`src/sv/cvmb_pkg.sv`:
```
package cvmb_pkg;

  // Build-time sizing of the cell stack and the ADC.
  localparam int MAX_CELLS      = 5;
  localparam int CELL_CODE_BITS = 14;

  // Fixed field widths.
  localparam int NUM_CELLS_W = 3;
  localparam int GAIN_W      = 9;
  localparam int OFFSET_W    = 8;
  localparam int TRIP_W      = 23;
  localparam int DELTA_W     = 20;
  localparam int LIMIT_W     = 16;
  localparam int CUR_W       = 16;
  localparam int MIN_OUT_W   = 24;
  localparam int CFG_ADDR_W  = 3;
  localparam int CFG_DATA_W  = 23;

  // Derived datapath widths.
  localparam int PROD_W  = GAIN_W + CELL_CODE_BITS;
  localparam int VOLT_W  = PROD_W + 2;
  localparam int CMP_W   = ((VOLT_W > MIN_OUT_W) ? VOLT_W : MIN_OUT_W) + 1;
  localparam int THR_W   = ((VOLT_W > DELTA_W + 1) ? VOLT_W : DELTA_W + 1) + 1;
  localparam int CURP_W  = CUR_W + 10;
  localparam int LIMP_W  = LIMIT_W + 7;

  // Stream payload sizes, padded to whole bytes.
  localparam int IN_W        = MAX_CELLS * CELL_CODE_BITS + CUR_W;
  localparam int IN_TDATA_W  = ((IN_W + 7) / 8) * 8;
  localparam int OUT_W       = MAX_CELLS + 3 + MIN_OUT_W;
  localparam int OUT_TDATA_W = ((OUT_W + 7) / 8) * 8;

  // Scaling constants: 8.44 mA per current code, offset given in mV.
  localparam int CUR_NUM_PER_CODE = 844;
  localparam int CUR_DEN          = 100;
  localparam int UV_PER_MV        = 1000;
  localparam int MIN_OUT_MAX      = 8388607;
  localparam int MIN_OUT_MIN      = -8388608;

  // Register indexes of the configuration port.
  localparam logic [CFG_ADDR_W-1:0] REG_NUM_CELLS   = 3'd0;
  localparam logic [CFG_ADDR_W-1:0] REG_GAIN        = 3'd1;
  localparam logic [CFG_ADDR_W-1:0] REG_OFFSET      = 3'd2;
  localparam logic [CFG_ADDR_W-1:0] REG_OV_TRIP     = 3'd3;
  localparam logic [CFG_ADDR_W-1:0] REG_UV_TRIP     = 3'd4;
  localparam logic [CFG_ADDR_W-1:0] REG_DELTA       = 3'd5;
  localparam logic [CFG_ADDR_W-1:0] REG_CUR_LIMIT   = 3'd6;

  typedef struct packed {
    logic [NUM_CELLS_W-1:0]     num_cells;
    logic [GAIN_W-1:0]          gain_uv_per_lsb;
    logic signed [OFFSET_W-1:0] offset_mv;
    logic [TRIP_W-1:0]          ov_trip_uv;
    logic [TRIP_W-1:0]          uv_trip_uv;
    logic [DELTA_W-1:0]         balance_delta_uv;
    logic [LIMIT_W-1:0]         balance_current_limit_ma;
  } cfg_t;

  typedef struct packed {
    logic signed [CUR_W-1:0]                         current_code;
    logic [MAX_CELLS-1:0][CELL_CODE_BITS-1:0]        cell_code;
  } snap_t;

  // After stage 1: raw gain products and current magnitude.
  typedef struct packed {
    logic [MAX_CELLS-1:0][PROD_W-1:0] prod;
    logic [CUR_W-1:0]                 cur_abs;
  } s1_t;

  // After stage 2: cell voltages and the two sides of the current check.
  typedef struct packed {
    logic [MAX_CELLS-1:0][VOLT_W-1:0] volt;
    logic [CURP_W-1:0]                cur_prod;
    logic [LIMP_W-1:0]                lim_prod;
  } s2_t;

  // After stage 3: minimum, flags and the cells in use.
  typedef struct packed {
    logic [MAX_CELLS-1:0][VOLT_W-1:0] volt;
    logic [VOLT_W-1:0]                min_uv;
    logic [MAX_CELLS-1:0]             active;
    logic                             undervoltage;
    logic                             overvoltage;
    logic                             blocked;
  } s3_t;

  typedef struct packed {
    logic [MIN_OUT_W-1:0] min_cell_uv;
    logic                 balancing_blocked;
    logic                 overvoltage;
    logic                 undervoltage;
    logic [MAX_CELLS-1:0] balance_mask;
  } res_t;

endpackage

```
`src/sv/cvmb_conv.sv`:
```
module cvmb_conv (
  input  logic           clk,
  input  logic           rst_n,
  input  cvmb_pkg::cfg_t cfg,
  input  logic           up_valid,
  output logic           up_ready,
  input  cvmb_pkg::snap_t up_data,
  output logic           dn_valid,
  input  logic           dn_ready,
  output cvmb_pkg::s2_t  dn_data
);
  import cvmb_pkg::*;

  logic              s1_vld_r;
  s1_t               s1_r;
  s1_t               s1_nxt;
  logic              s2_vld_r;
  s2_t               s2_r;
  s2_t               s2_nxt;
  logic              s1_ready;
  logic              s2_ready;
  logic signed [VOLT_W-1:0] off_uv;

  assign s2_ready = !s2_vld_r || dn_ready;
  assign s1_ready = !s1_vld_r || s2_ready;
  assign up_ready = s1_ready;

  // Stage 1: gain products and the magnitude of the current code.
  always_comb begin
    for (int i = 0; i < MAX_CELLS; i++) begin
      s1_nxt.prod[i] = PROD_W'(cfg.gain_uv_per_lsb) * PROD_W'(up_data.cell_code[i]);
    end
    if (up_data.current_code[CUR_W-1]) begin
      s1_nxt.cur_abs = CUR_W'(~up_data.current_code + CUR_W'(1));
    end else begin
      s1_nxt.cur_abs = CUR_W'(up_data.current_code);
    end
  end

  // Stage 2: add the offset and scale the current check.
  always_comb begin
    off_uv = VOLT_W'(cfg.offset_mv) * $signed(VOLT_W'(UV_PER_MV));
    for (int i = 0; i < MAX_CELLS; i++) begin
      s2_nxt.volt[i] = VOLT_W'($signed({2'b00, s1_r.prod[i]}) + off_uv);
    end
    s2_nxt.cur_prod = CURP_W'(s1_r.cur_abs) * CURP_W'(CUR_NUM_PER_CODE);
    s2_nxt.lim_prod = LIMP_W'(cfg.balance_current_limit_ma) * LIMP_W'(CUR_DEN);
  end

  always_ff @(posedge clk) begin
    if (!rst_n) begin
      s1_vld_r <= 1'b0;
      s2_vld_r <= 1'b0;
    end else begin
      if (s1_ready) begin
        s1_vld_r <= up_valid;
      end
      if (s2_ready) begin
        s2_vld_r <= s1_vld_r;
      end
    end
  end

  always_ff @(posedge clk) begin
    if (s1_ready && up_valid) begin
      s1_r <= s1_nxt;
    end
    if (s2_ready && s1_vld_r) begin
      s2_r <= s2_nxt;
    end
  end

  assign dn_valid = s2_vld_r;
  assign dn_data  = s2_r;

endmodule

```
`src/sv/cvmb_eval.sv`:
```
module cvmb_eval (
  input  logic           clk,
  input  logic           rst_n,
  input  cvmb_pkg::cfg_t cfg,
  input  logic           up_valid,
  output logic           up_ready,
  input  cvmb_pkg::s2_t  up_data,
  output logic           dn_valid,
  input  logic           dn_ready,
  output cvmb_pkg::s3_t  dn_data
);
  import cvmb_pkg::*;

  logic                    s3_vld_r;
  s3_t                     s3_r;
  s3_t                     s3_nxt;
  logic                    found;
  logic signed [CMP_W-1:0] v_ext;
  logic signed [CMP_W-1:0] uv_ext;
  logic signed [CMP_W-1:0] ov_ext;

  assign up_ready = !s3_vld_r || dn_ready;

  // Flags and running minimum over the cells in use.
  always_comb begin
    found  = 1'b0;
    v_ext  = '0;
    uv_ext = $signed(CMP_W'(cfg.uv_trip_uv));
    ov_ext = $signed(CMP_W'(cfg.ov_trip_uv));
    s3_nxt.volt         = up_data.volt;
    s3_nxt.min_uv       = '0;
    s3_nxt.undervoltage = 1'b0;
    s3_nxt.overvoltage  = 1'b0;
    for (int i = 0; i < MAX_CELLS; i++) begin
      s3_nxt.active[i] = (cfg.num_cells > NUM_CELLS_W'(i));
      v_ext = CMP_W'($signed(up_data.volt[i]));
      if (s3_nxt.active[i]) begin
        if (v_ext <= uv_ext) begin
          s3_nxt.undervoltage = 1'b1;
        end
        if (v_ext >= ov_ext) begin
          s3_nxt.overvoltage = 1'b1;
        end
        if (!found || ($signed(up_data.volt[i]) < $signed(s3_nxt.min_uv))) begin
          s3_nxt.min_uv = up_data.volt[i];
        end
        found = 1'b1;
      end
    end
    s3_nxt.blocked = up_data.cur_prod > CURP_W'(up_data.lim_prod);
  end

  always_ff @(posedge clk) begin
    if (!rst_n) begin
      s3_vld_r <= 1'b0;
    end else if (up_ready) begin
      s3_vld_r <= up_valid;
    end
  end

  always_ff @(posedge clk) begin
    if (up_ready && up_valid) begin
      s3_r <= s3_nxt;
    end
  end

  assign dn_valid = s3_vld_r;
  assign dn_data  = s3_r;

endmodule

```
`src/sv/cvmb_mask.sv`:
```
module cvmb_mask (
  input  logic           clk,
  input  logic           rst_n,
  input  cvmb_pkg::cfg_t cfg,
  input  logic           up_valid,
  output logic           up_ready,
  input  cvmb_pkg::s3_t  up_data,
  output logic           dn_valid,
  input  logic           dn_ready,
  output cvmb_pkg::res_t dn_data
);
  import cvmb_pkg::*;

  logic                    res_vld_r;
  res_t                    res_r;
  res_t                    res_nxt;
  logic signed [THR_W-1:0] thr;
  logic signed [CMP_W-1:0] min_ext;

  assign up_ready = !res_vld_r || dn_ready;

  // Balance threshold, mask and the saturated minimum.
  always_comb begin
    thr     = THR_W'($signed(up_data.min_uv)) + $signed(THR_W'(cfg.balance_delta_uv));
    min_ext = CMP_W'($signed(up_data.min_uv));
    for (int i = 0; i < MAX_CELLS; i++) begin
      res_nxt.balance_mask[i] = up_data.active[i] && !up_data.blocked &&
                                (THR_W'($signed(up_data.volt[i])) > thr);
    end
    res_nxt.undervoltage      = up_data.undervoltage;
    res_nxt.overvoltage       = up_data.overvoltage;
    res_nxt.balancing_blocked = up_data.blocked;
    if (min_ext > $signed(CMP_W'(MIN_OUT_MAX))) begin
      res_nxt.min_cell_uv = MIN_OUT_W'(MIN_OUT_MAX);
    end else if (min_ext < $signed(CMP_W'(MIN_OUT_MIN))) begin
      res_nxt.min_cell_uv = MIN_OUT_W'(MIN_OUT_MIN);
    end else begin
      res_nxt.min_cell_uv = MIN_OUT_W'(min_ext);
    end
  end

  always_ff @(posedge clk) begin
    if (!rst_n) begin
      res_vld_r <= 1'b0;
    end else if (up_ready) begin
      res_vld_r <= up_valid;
    end
  end

  always_ff @(posedge clk) begin
    if (up_ready && up_valid) begin
      res_r <= res_nxt;
    end
  end

  assign dn_valid = res_vld_r;
  assign dn_data  = res_r;

endmodule

```
`src/sv/cell_voltage_monitor_balancer.sv`:
```
// Channel   Direction  Transaction                    Fields (tdata, lowest bit first)
// in_*      slave      one snapshot of the cell stack cell1..cell5_code (14 b each),
//                                                     current_code (16 b, signed), zero pad
// out_*     master     one monitor result per snapshot balance_mask (5 b), undervoltage,
//                                                     overvoltage, balancing_blocked,
//                                                     min_cell_uv (24 b, signed)
// cfg_*     write-only register writes                cfg_addr selects, cfg_wdata holds value
//
// Every snapshot yields exactly one result, presented on out_* once it has passed the
// four register stages in order: gain multiply, offset and current scaling, minimum and
// trip flags, then the balance mask into the output register. While out_tready stays
// high a new snapshot can be taken on every cycle, so the sustained rate is one
// transaction per cycle.
// Reset (rst_n low at a clock edge) empties the pipeline and loads the default configuration.
// Each stage holds its transaction while the stage after it is full and stalled, so a stall
// on out_tready back-pressures in_tready only once every stage holds a transaction.
module cell_voltage_monitor_balancer (
  input  logic                                  clk,
  input  logic                                  rst_n,
  // Configuration write port.
  input  logic                                  cfg_we,
  input  logic [cvmb_pkg::CFG_ADDR_W-1:0]       cfg_addr,
  input  logic [cvmb_pkg::CFG_DATA_W-1:0]       cfg_wdata,
  // Snapshot input stream.
  input  logic                                  in_tvalid,
  output logic                                  in_tready,
  // cell1_code, cell2_code, cell3_code, cell4_code, cell5_code, current_code, padding
  input  logic [cvmb_pkg::IN_TDATA_W-1:0]       in_tdata,
  // Result output stream.
  output logic                                  out_tvalid,
  input  logic                                  out_tready,
  // balance_mask, undervoltage, overvoltage, balancing_blocked, min_cell_uv
  output logic [cvmb_pkg::OUT_TDATA_W-1:0]      out_tdata
);
  import cvmb_pkg::*;

  cfg_t  cfg_r;
  snap_t snap;
  logic  conv_valid;
  logic  conv_ready;
  s2_t   conv_data;
  logic  eval_valid;
  logic  eval_ready;
  s3_t   eval_data;
  res_t  res;

  // Configuration registers. Writes to an index beyond the list are dropped.
  always_ff @(posedge clk) begin
    if (!rst_n) begin
      cfg_r.num_cells                <= NUM_CELLS_W'(5);
      cfg_r.gain_uv_per_lsb          <= GAIN_W'(380);
      cfg_r.offset_mv                <= '0;
      cfg_r.ov_trip_uv               <= TRIP_W'(4200000);
      cfg_r.uv_trip_uv               <= TRIP_W'(2800000);
      cfg_r.balance_delta_uv         <= DELTA_W'(20000);
      cfg_r.balance_current_limit_ma <= LIMIT_W'(50);
    end else if (cfg_we) begin
      case (cfg_addr)
        REG_NUM_CELLS: cfg_r.num_cells                <= cfg_wdata[NUM_CELLS_W-1:0];
        REG_GAIN:      cfg_r.gain_uv_per_lsb          <= cfg_wdata[GAIN_W-1:0];
        REG_OFFSET:    cfg_r.offset_mv                <= $signed(cfg_wdata[OFFSET_W-1:0]);
        REG_OV_TRIP:   cfg_r.ov_trip_uv               <= cfg_wdata[TRIP_W-1:0];
        REG_UV_TRIP:   cfg_r.uv_trip_uv               <= cfg_wdata[TRIP_W-1:0];
        REG_DELTA:     cfg_r.balance_delta_uv         <= cfg_wdata[DELTA_W-1:0];
        REG_CUR_LIMIT: cfg_r.balance_current_limit_ma <= cfg_wdata[LIMIT_W-1:0];
        default: begin
        end
      endcase
    end
  end

  // The cell codes sit in tdata in the same order as the packed array, cell 1 lowest.
  assign snap.cell_code    = in_tdata[MAX_CELLS*CELL_CODE_BITS-1:0];
  assign snap.current_code = $signed(in_tdata[MAX_CELLS*CELL_CODE_BITS +: CUR_W]);

  // Stages 1 and 2: cell codes to microvolts, current to the scaled magnitude.
  cvmb_conv u_conv (
    .clk      (clk),
    .rst_n    (rst_n),
    .cfg      (cfg_r),
    .up_valid (in_tvalid),
    .up_ready (in_tready),
    .up_data  (snap),
    .dn_valid (conv_valid),
    .dn_ready (conv_ready),
    .dn_data  (conv_data)
  );

  // Stage 3: active cells, trip flags, minimum and the current check.
  cvmb_eval u_eval (
    .clk      (clk),
    .rst_n    (rst_n),
    .cfg      (cfg_r),
    .up_valid (conv_valid),
    .up_ready (conv_ready),
    .up_data  (conv_data),
    .dn_valid (eval_valid),
    .dn_ready (eval_ready),
    .dn_data  (eval_data)
  );

  // Stage 4: balance mask against minimum plus delta, into the output register.
  cvmb_mask u_mask (
    .clk      (clk),
    .rst_n    (rst_n),
    .cfg      (cfg_r),
    .up_valid (eval_valid),
    .up_ready (eval_ready),
    .up_data  (eval_data),
    .dn_valid (out_tvalid),
    .dn_ready (out_tready),
    .dn_data  (res)
  );

  assign out_tdata = OUT_TDATA_W'(res);

`ifndef SYNTHESIS
  // A blocked result never carries a balance request.
  a_blocked_mask_zero: assert property (@(posedge clk) disable iff (!rst_n)
    out_tvalid && res.balancing_blocked |-> res.balance_mask == '0)
    else $error("balance mask set while balancing is blocked");

  // The lowest cell can never exceed itself plus delta, so not every cell is balanced.
  a_mask_not_full: assert property (@(posedge clk) disable iff (!rst_n)
    out_tvalid |-> res.balance_mask != {MAX_CELLS{1'b1}})
    else $error("balance mask includes the minimum cell");

  // Input back-pressure only arises from a full pipeline behind a stalled output.
  a_ready_only_when_full: assert property (@(posedge clk) disable iff (!rst_n)
    !in_tready |-> out_tvalid && !out_tready && conv_valid && eval_valid)
    else $error("input stalled with room in the pipeline");
`endif

endmodule

```
`config.mk`:
```
export PLATFORM = sky130hd
export DESIGN_NAME = cell_voltage_monitor_balancer
export DESIGN_NICKNAME = d
export VERILOG_FILES = /design/src/sv/cvmb_pkg.sv /design/src/sv/cvmb_conv.sv /design/src/sv/cvmb_eval.sv /design/src/sv/cvmb_mask.sv /design/src/sv/cell_voltage_monitor_balancer.sv
export SDC_FILE = /design/constraint.sdc
export NUM_CORES = 2
export LEC_CHECK = 0
export ABC_AREA = 1
export BUFFER_PORTS_ARGS = -buffer_cell sky130_fd_sc_hd__buf_2
export CORE_MARGIN = 2
export CORE_UTILIZATION = 60
export CTS_CLUSTER_DIAMETER = 200
export CTS_CLUSTER_SIZE = 8
export DETAILED_ROUTE_END_ITERATION = 7
export PLACE_DENSITY = 0.77
export SLEW_MARGIN = 20
export SYNTH_ARGS = -nofsm -noshare
export SYNTH_HDL_FRONTEND = slang
export SYNTH_HIERARCHICAL = 1
export SYNTH_SLANG_ARGS = --single-unit
```
`constraint.sdc`:
```
create_clock -name clk -period 12.2 [get_ports clk]
set_input_delay 1.83 -clock clk [delete_from_list [all_inputs] [get_ports clk]]
set_output_delay 1.83 -clock clk [all_outputs]
set_load 0.05 [all_outputs]
```
==> results by group <==
Clocking
  • Worst-case clock buffer depth: 3
  • H-tree levels: 3
  • Post-CTS setup buffer count: 0
  • Worst-Skew Late Latency: 0.66 ns
  • TritonCTS clock tree: yes
  • Reg clk slew, reported paths: 0.05 ns
  • Hold buffer count at CTS: 0
  • Cts bufs inserted: 84
  • Root buf cell: clkbuf_16
  • Sink Count: 597
  • PostCTS Resize Cnt: 0

Power and ir drop
  • Peak supply drop: 0.000116 V
  • Sw Ratio: 0.485
  • P_leak: 0.0384 uW
  • Comb power frac: 0.620
  • Flop pwr share: 0.232
  • Clock power share: 0.148
  • Pwr/cell area: 202 nW/um2
  • Internal power: 7470 uW
  • Switching pwr: 7030 uW

Min path
  • Worst Hold Class: flop to flop

Route
  • Drt wl/cell: 19.9 um
  • DRT iter0 DRCs: 5,041
  • Vias post-DR: 57,000
  • Routed wire length: 202,000 um
  • Via/cell ratio: 5.62
  • DRC Markers: 0
  • DRT Pass-1 Iters: 8
  • Post-route ant nets: 0

Timing
  • Final hold viol count: 0
  • Worst-margin pin slew: 1.26 ns
  • TNS Setup: 0 ns
  • Final period util: 0.862
  • Clk_skew: 0.0255 ns
  • Period minus WS final: 10.52 ns
  • Maximum clock rate: 95.1 MHz
  • Hold slack: 0.401 ns
  • Final setup violating endpoints: 0
  • Final worst slack: 1.68 ns
  • Rel. slew slack: 0.156
  • RSZ-0062 raised after global routing: false
  • Pins Over Slew Limit: 0

Cells and area
  • Synth-to-Final Area Change: 6.84%
  • Fillers: 9,522
  • Total Nets Final: 10,200
  • Layout cell share with drive strength beyond 1: 0.0483

Status
  • Status: finished, final reports clean

Die
  • Die H: 338 um
  • Cell row count: 122
  • Io pins: 153
  • Initial core utilization: 0.606
  • Die width: 338 um
  • Die area: 114,000 um2
  • CORE AREA: 111,000 um2

Critical path
  • Crit end category: flop
  • Startpoint Class: flop
  • Slowest cell on the critical path: a2111oi_0
  • CP peak stage delay: 0.64 ns
  • Crit path DAT: 10.91 ns
  • WS Path Type: flop to flop
  • WP data required: 12.59 ns
  • Most Frequent Cell on Critical Path: nand2_1
  • Critical Path Fanout Max: 30

Placement
  • Pre-CTS setup slack: 1.85 ns
  • Number of port buffers: 150
  • RD Place Congestion: 0.999
  • Hpwl dp: 163,000 um

Yosys
  • Mapped Area: 67,000 um2
  • Post-Synthesis Cells: 8,540
  • Unique masters post-synth: 68
  • Top-area cell type share of the netlist area: 0.220
  • Synth Flop Type: edfxtp_1
  • Synth area leaders: edfxtp_1 (22%), ha_1 (18%), fa_1 (15%)
  • Synth area leader: edfxtp_1
  • Synth warn: 6
  • Yosys reg bits: 597
  • Async S/R FF share, synth: 0
  • Sequential fraction of the synthesis area: 0.252
  • Mean post-synth cell area: 7.85 um2
  • Number of flops mapped to enable cells by yosys: 491

GRT
  • Largest net degree at the start of global routing: 159
  • Tot GR Track Use: 0.353
  • First-pass GRT wire length: 313,000 um
  • Initial antenna violation count: 6
  • Number of global-route vias before repair: 55,900
  • GRT overflow: 0

Job
  • Max-cap violations: 0
layer usage:
| layer | vias up | track usage | routed length, um |
|---|---|---|---|
| li1 | 27300 | - | - |
| met1 | 27000 | 0.469 | 83900 |
| met2 | 2307 | 0.569 | 91100 |
| met3 | 450 | 0.0467 | 15800 |
| met4 | 6 | 0.178 | 11500 |
| met5 | - | 0 | 44 |
through the flow:
stage          total power, uW   util  cells  instance area, um2
3_3_place_gp             12000  0.626  10000               69300
3_5_place_dp             12200  0.626  10000               69300
6_report                 14500  0.647  10100               71600
2_1_floorplan             9850      -   8543               67000
4_1_cts                  14400  0.647  10100               71600
5_1_grt                  15900  0.647  10100               71600
cells in the final DEF, fill, tap and decap left out, drive strengths merged, types with 3 or more instances in the layout:
master / Yosys / layout
clkinv: 1 / 4
nor3: 52 / 52
nand4: 110 / 110
o211a: 5 / 5
diode: 0 / 4
xnor2: 55 / 55
conb: 1 / 4
a31oi: 12 / 12
fa: 503 / 503
o2111ai: 7 / 7
o21bai: 45 / 45
nand3: 411 / 411
nand2: 2480 / 2480
and2: 7 / 7
o21ai: 186 / 186
o221a: 5 / 5
ha: 957 / 957
a21o: 22 / 22
o21a: 8 / 8
dfxtp: 106 / 106
nor2: 599 / 599
o31ai: 3 / 3
a221oi: 8 / 8
a21oi: 396 / 396
o221ai: 6 / 6
o211ai: 11 / 11
edfxtp: 491 / 491
or4: 4 / 4
a21boi: 4 / 4
a211oi: 24 / 24
clkbuf: 163 / 116
or2: 8 / 8
xor2: 121 / 121
nor4: 31 / 31
nand3b: 22 / 22
inv: 1609 / 1612
buf: 51 / 202
final cells by class:
cell class                      count  area, um2  share of cell area
Inverter                         1610       6050              0.0844
Tap cell                         1488       1860              0.0260
Sequential cell                   597      16900               0.236
Timing Repair Buffer              202       1160              0.0161
Antenna cell                        4       10.0            0.000140
Clock buffer                      116       2240              0.0313
Multi-Input combinational cell   6122      43400               0.605
Clock inverter                      6       63.8            0.000891
final timing paths:
check	start	endpoint	slack [ns]	cells after the start
hold reg to reg	u_eval/dn_data[2]	u_mask/dn_data[5]	0.40	0
setup reg to reg	cfg_r[101]	u_eval/dn_data[10]	1.68	53
setup / recovery	cfg_r[101]	u_eval/dn_data[10]	1.68	53
hold / removal	u_eval/dn_data[2]	u_mask/dn_data[5]	0.40	0
critical path, delay by kind of cell (launching register included):
| family | cells | cell delay, ns |
|---|---|---|
| and+or+nand+nor | 31 | 4.38 |
| buffers and inverters | 10 | 1.98 |
| AOI/OAI and AO/OA | 8 | 1.94 |
| adders and majority gates | 4 | 1.44 |
| DFF | 1 | 0.48 |
cell families (layout without fill, tap and decap cells):
| kind of cell | after synthesis | count (layout) | synth area share |
|---|---|---|---|
| other | 1 | 8 | 0.0000559 |
| AND/OR/NAND/NOR | 3729 | 3729 | 0.229 |
| AO/OA/AOI/OAI | 753 | 753 | 0.0639 |
| adder cells (fa/ha/maj) | 1460 | 1460 | 0.329 |
| buffers and inverters | 1824 | 1934 | 0.104 |
| flip-flops | 597 | 597 | 0.252 |
| XOR/XNOR | 176 | 176 | 0.0230 |
registers in the layout, summed over array words and instances, names as in the netlist:
signal           cells
u_mask/dn_valid      1
u_conv/s1_r        131
u_conv/s1_vld_r      1
u_conv/dn_data     170
u_eval/dn_valid      1
u_eval/dn_data     158
u_mask/dn_data      32
u_conv/dn_valid      1
cfg_r              102
synth_stat cells (all sizes together) (24+ instances only):
| master | n |
|---|---|
| ha | 957 |
| xnor2 | 55 |
| a211oi | 24 |
| dfxtp | 106 |
| nor4 | 31 |
| fa | 503 |
| nand4 | 110 |
| nand2 | 2480 |
| xor2 | 121 |
| edfxtp | 491 |
| nor2 | 599 |
| nor3 | 52 |
| a21oi | 396 |
| nand3 | 411 |
| inv | 1609 |
| o21bai | 45 |
| clkbuf | 163 |
| buf | 51 |
| o21ai | 186 |
power by group through the flow:
| stage | Sequential [uW] | Clock (uW) | Combinational, uW |
|---|---|---|---|
| finish | 3360 | 2150 | 8990 |
| global placement | 3380 | 0 | 8620 |
| floorplan | 3210 | 0 | 6640 |
| detailed placement | 3390 | 0 | 8820 |
| global route | 3380 | 2250 | 10200 |
| CTS | 3350 | 2180 | 8890 |
Note: power is estimated with default switching activity, not from simulation.
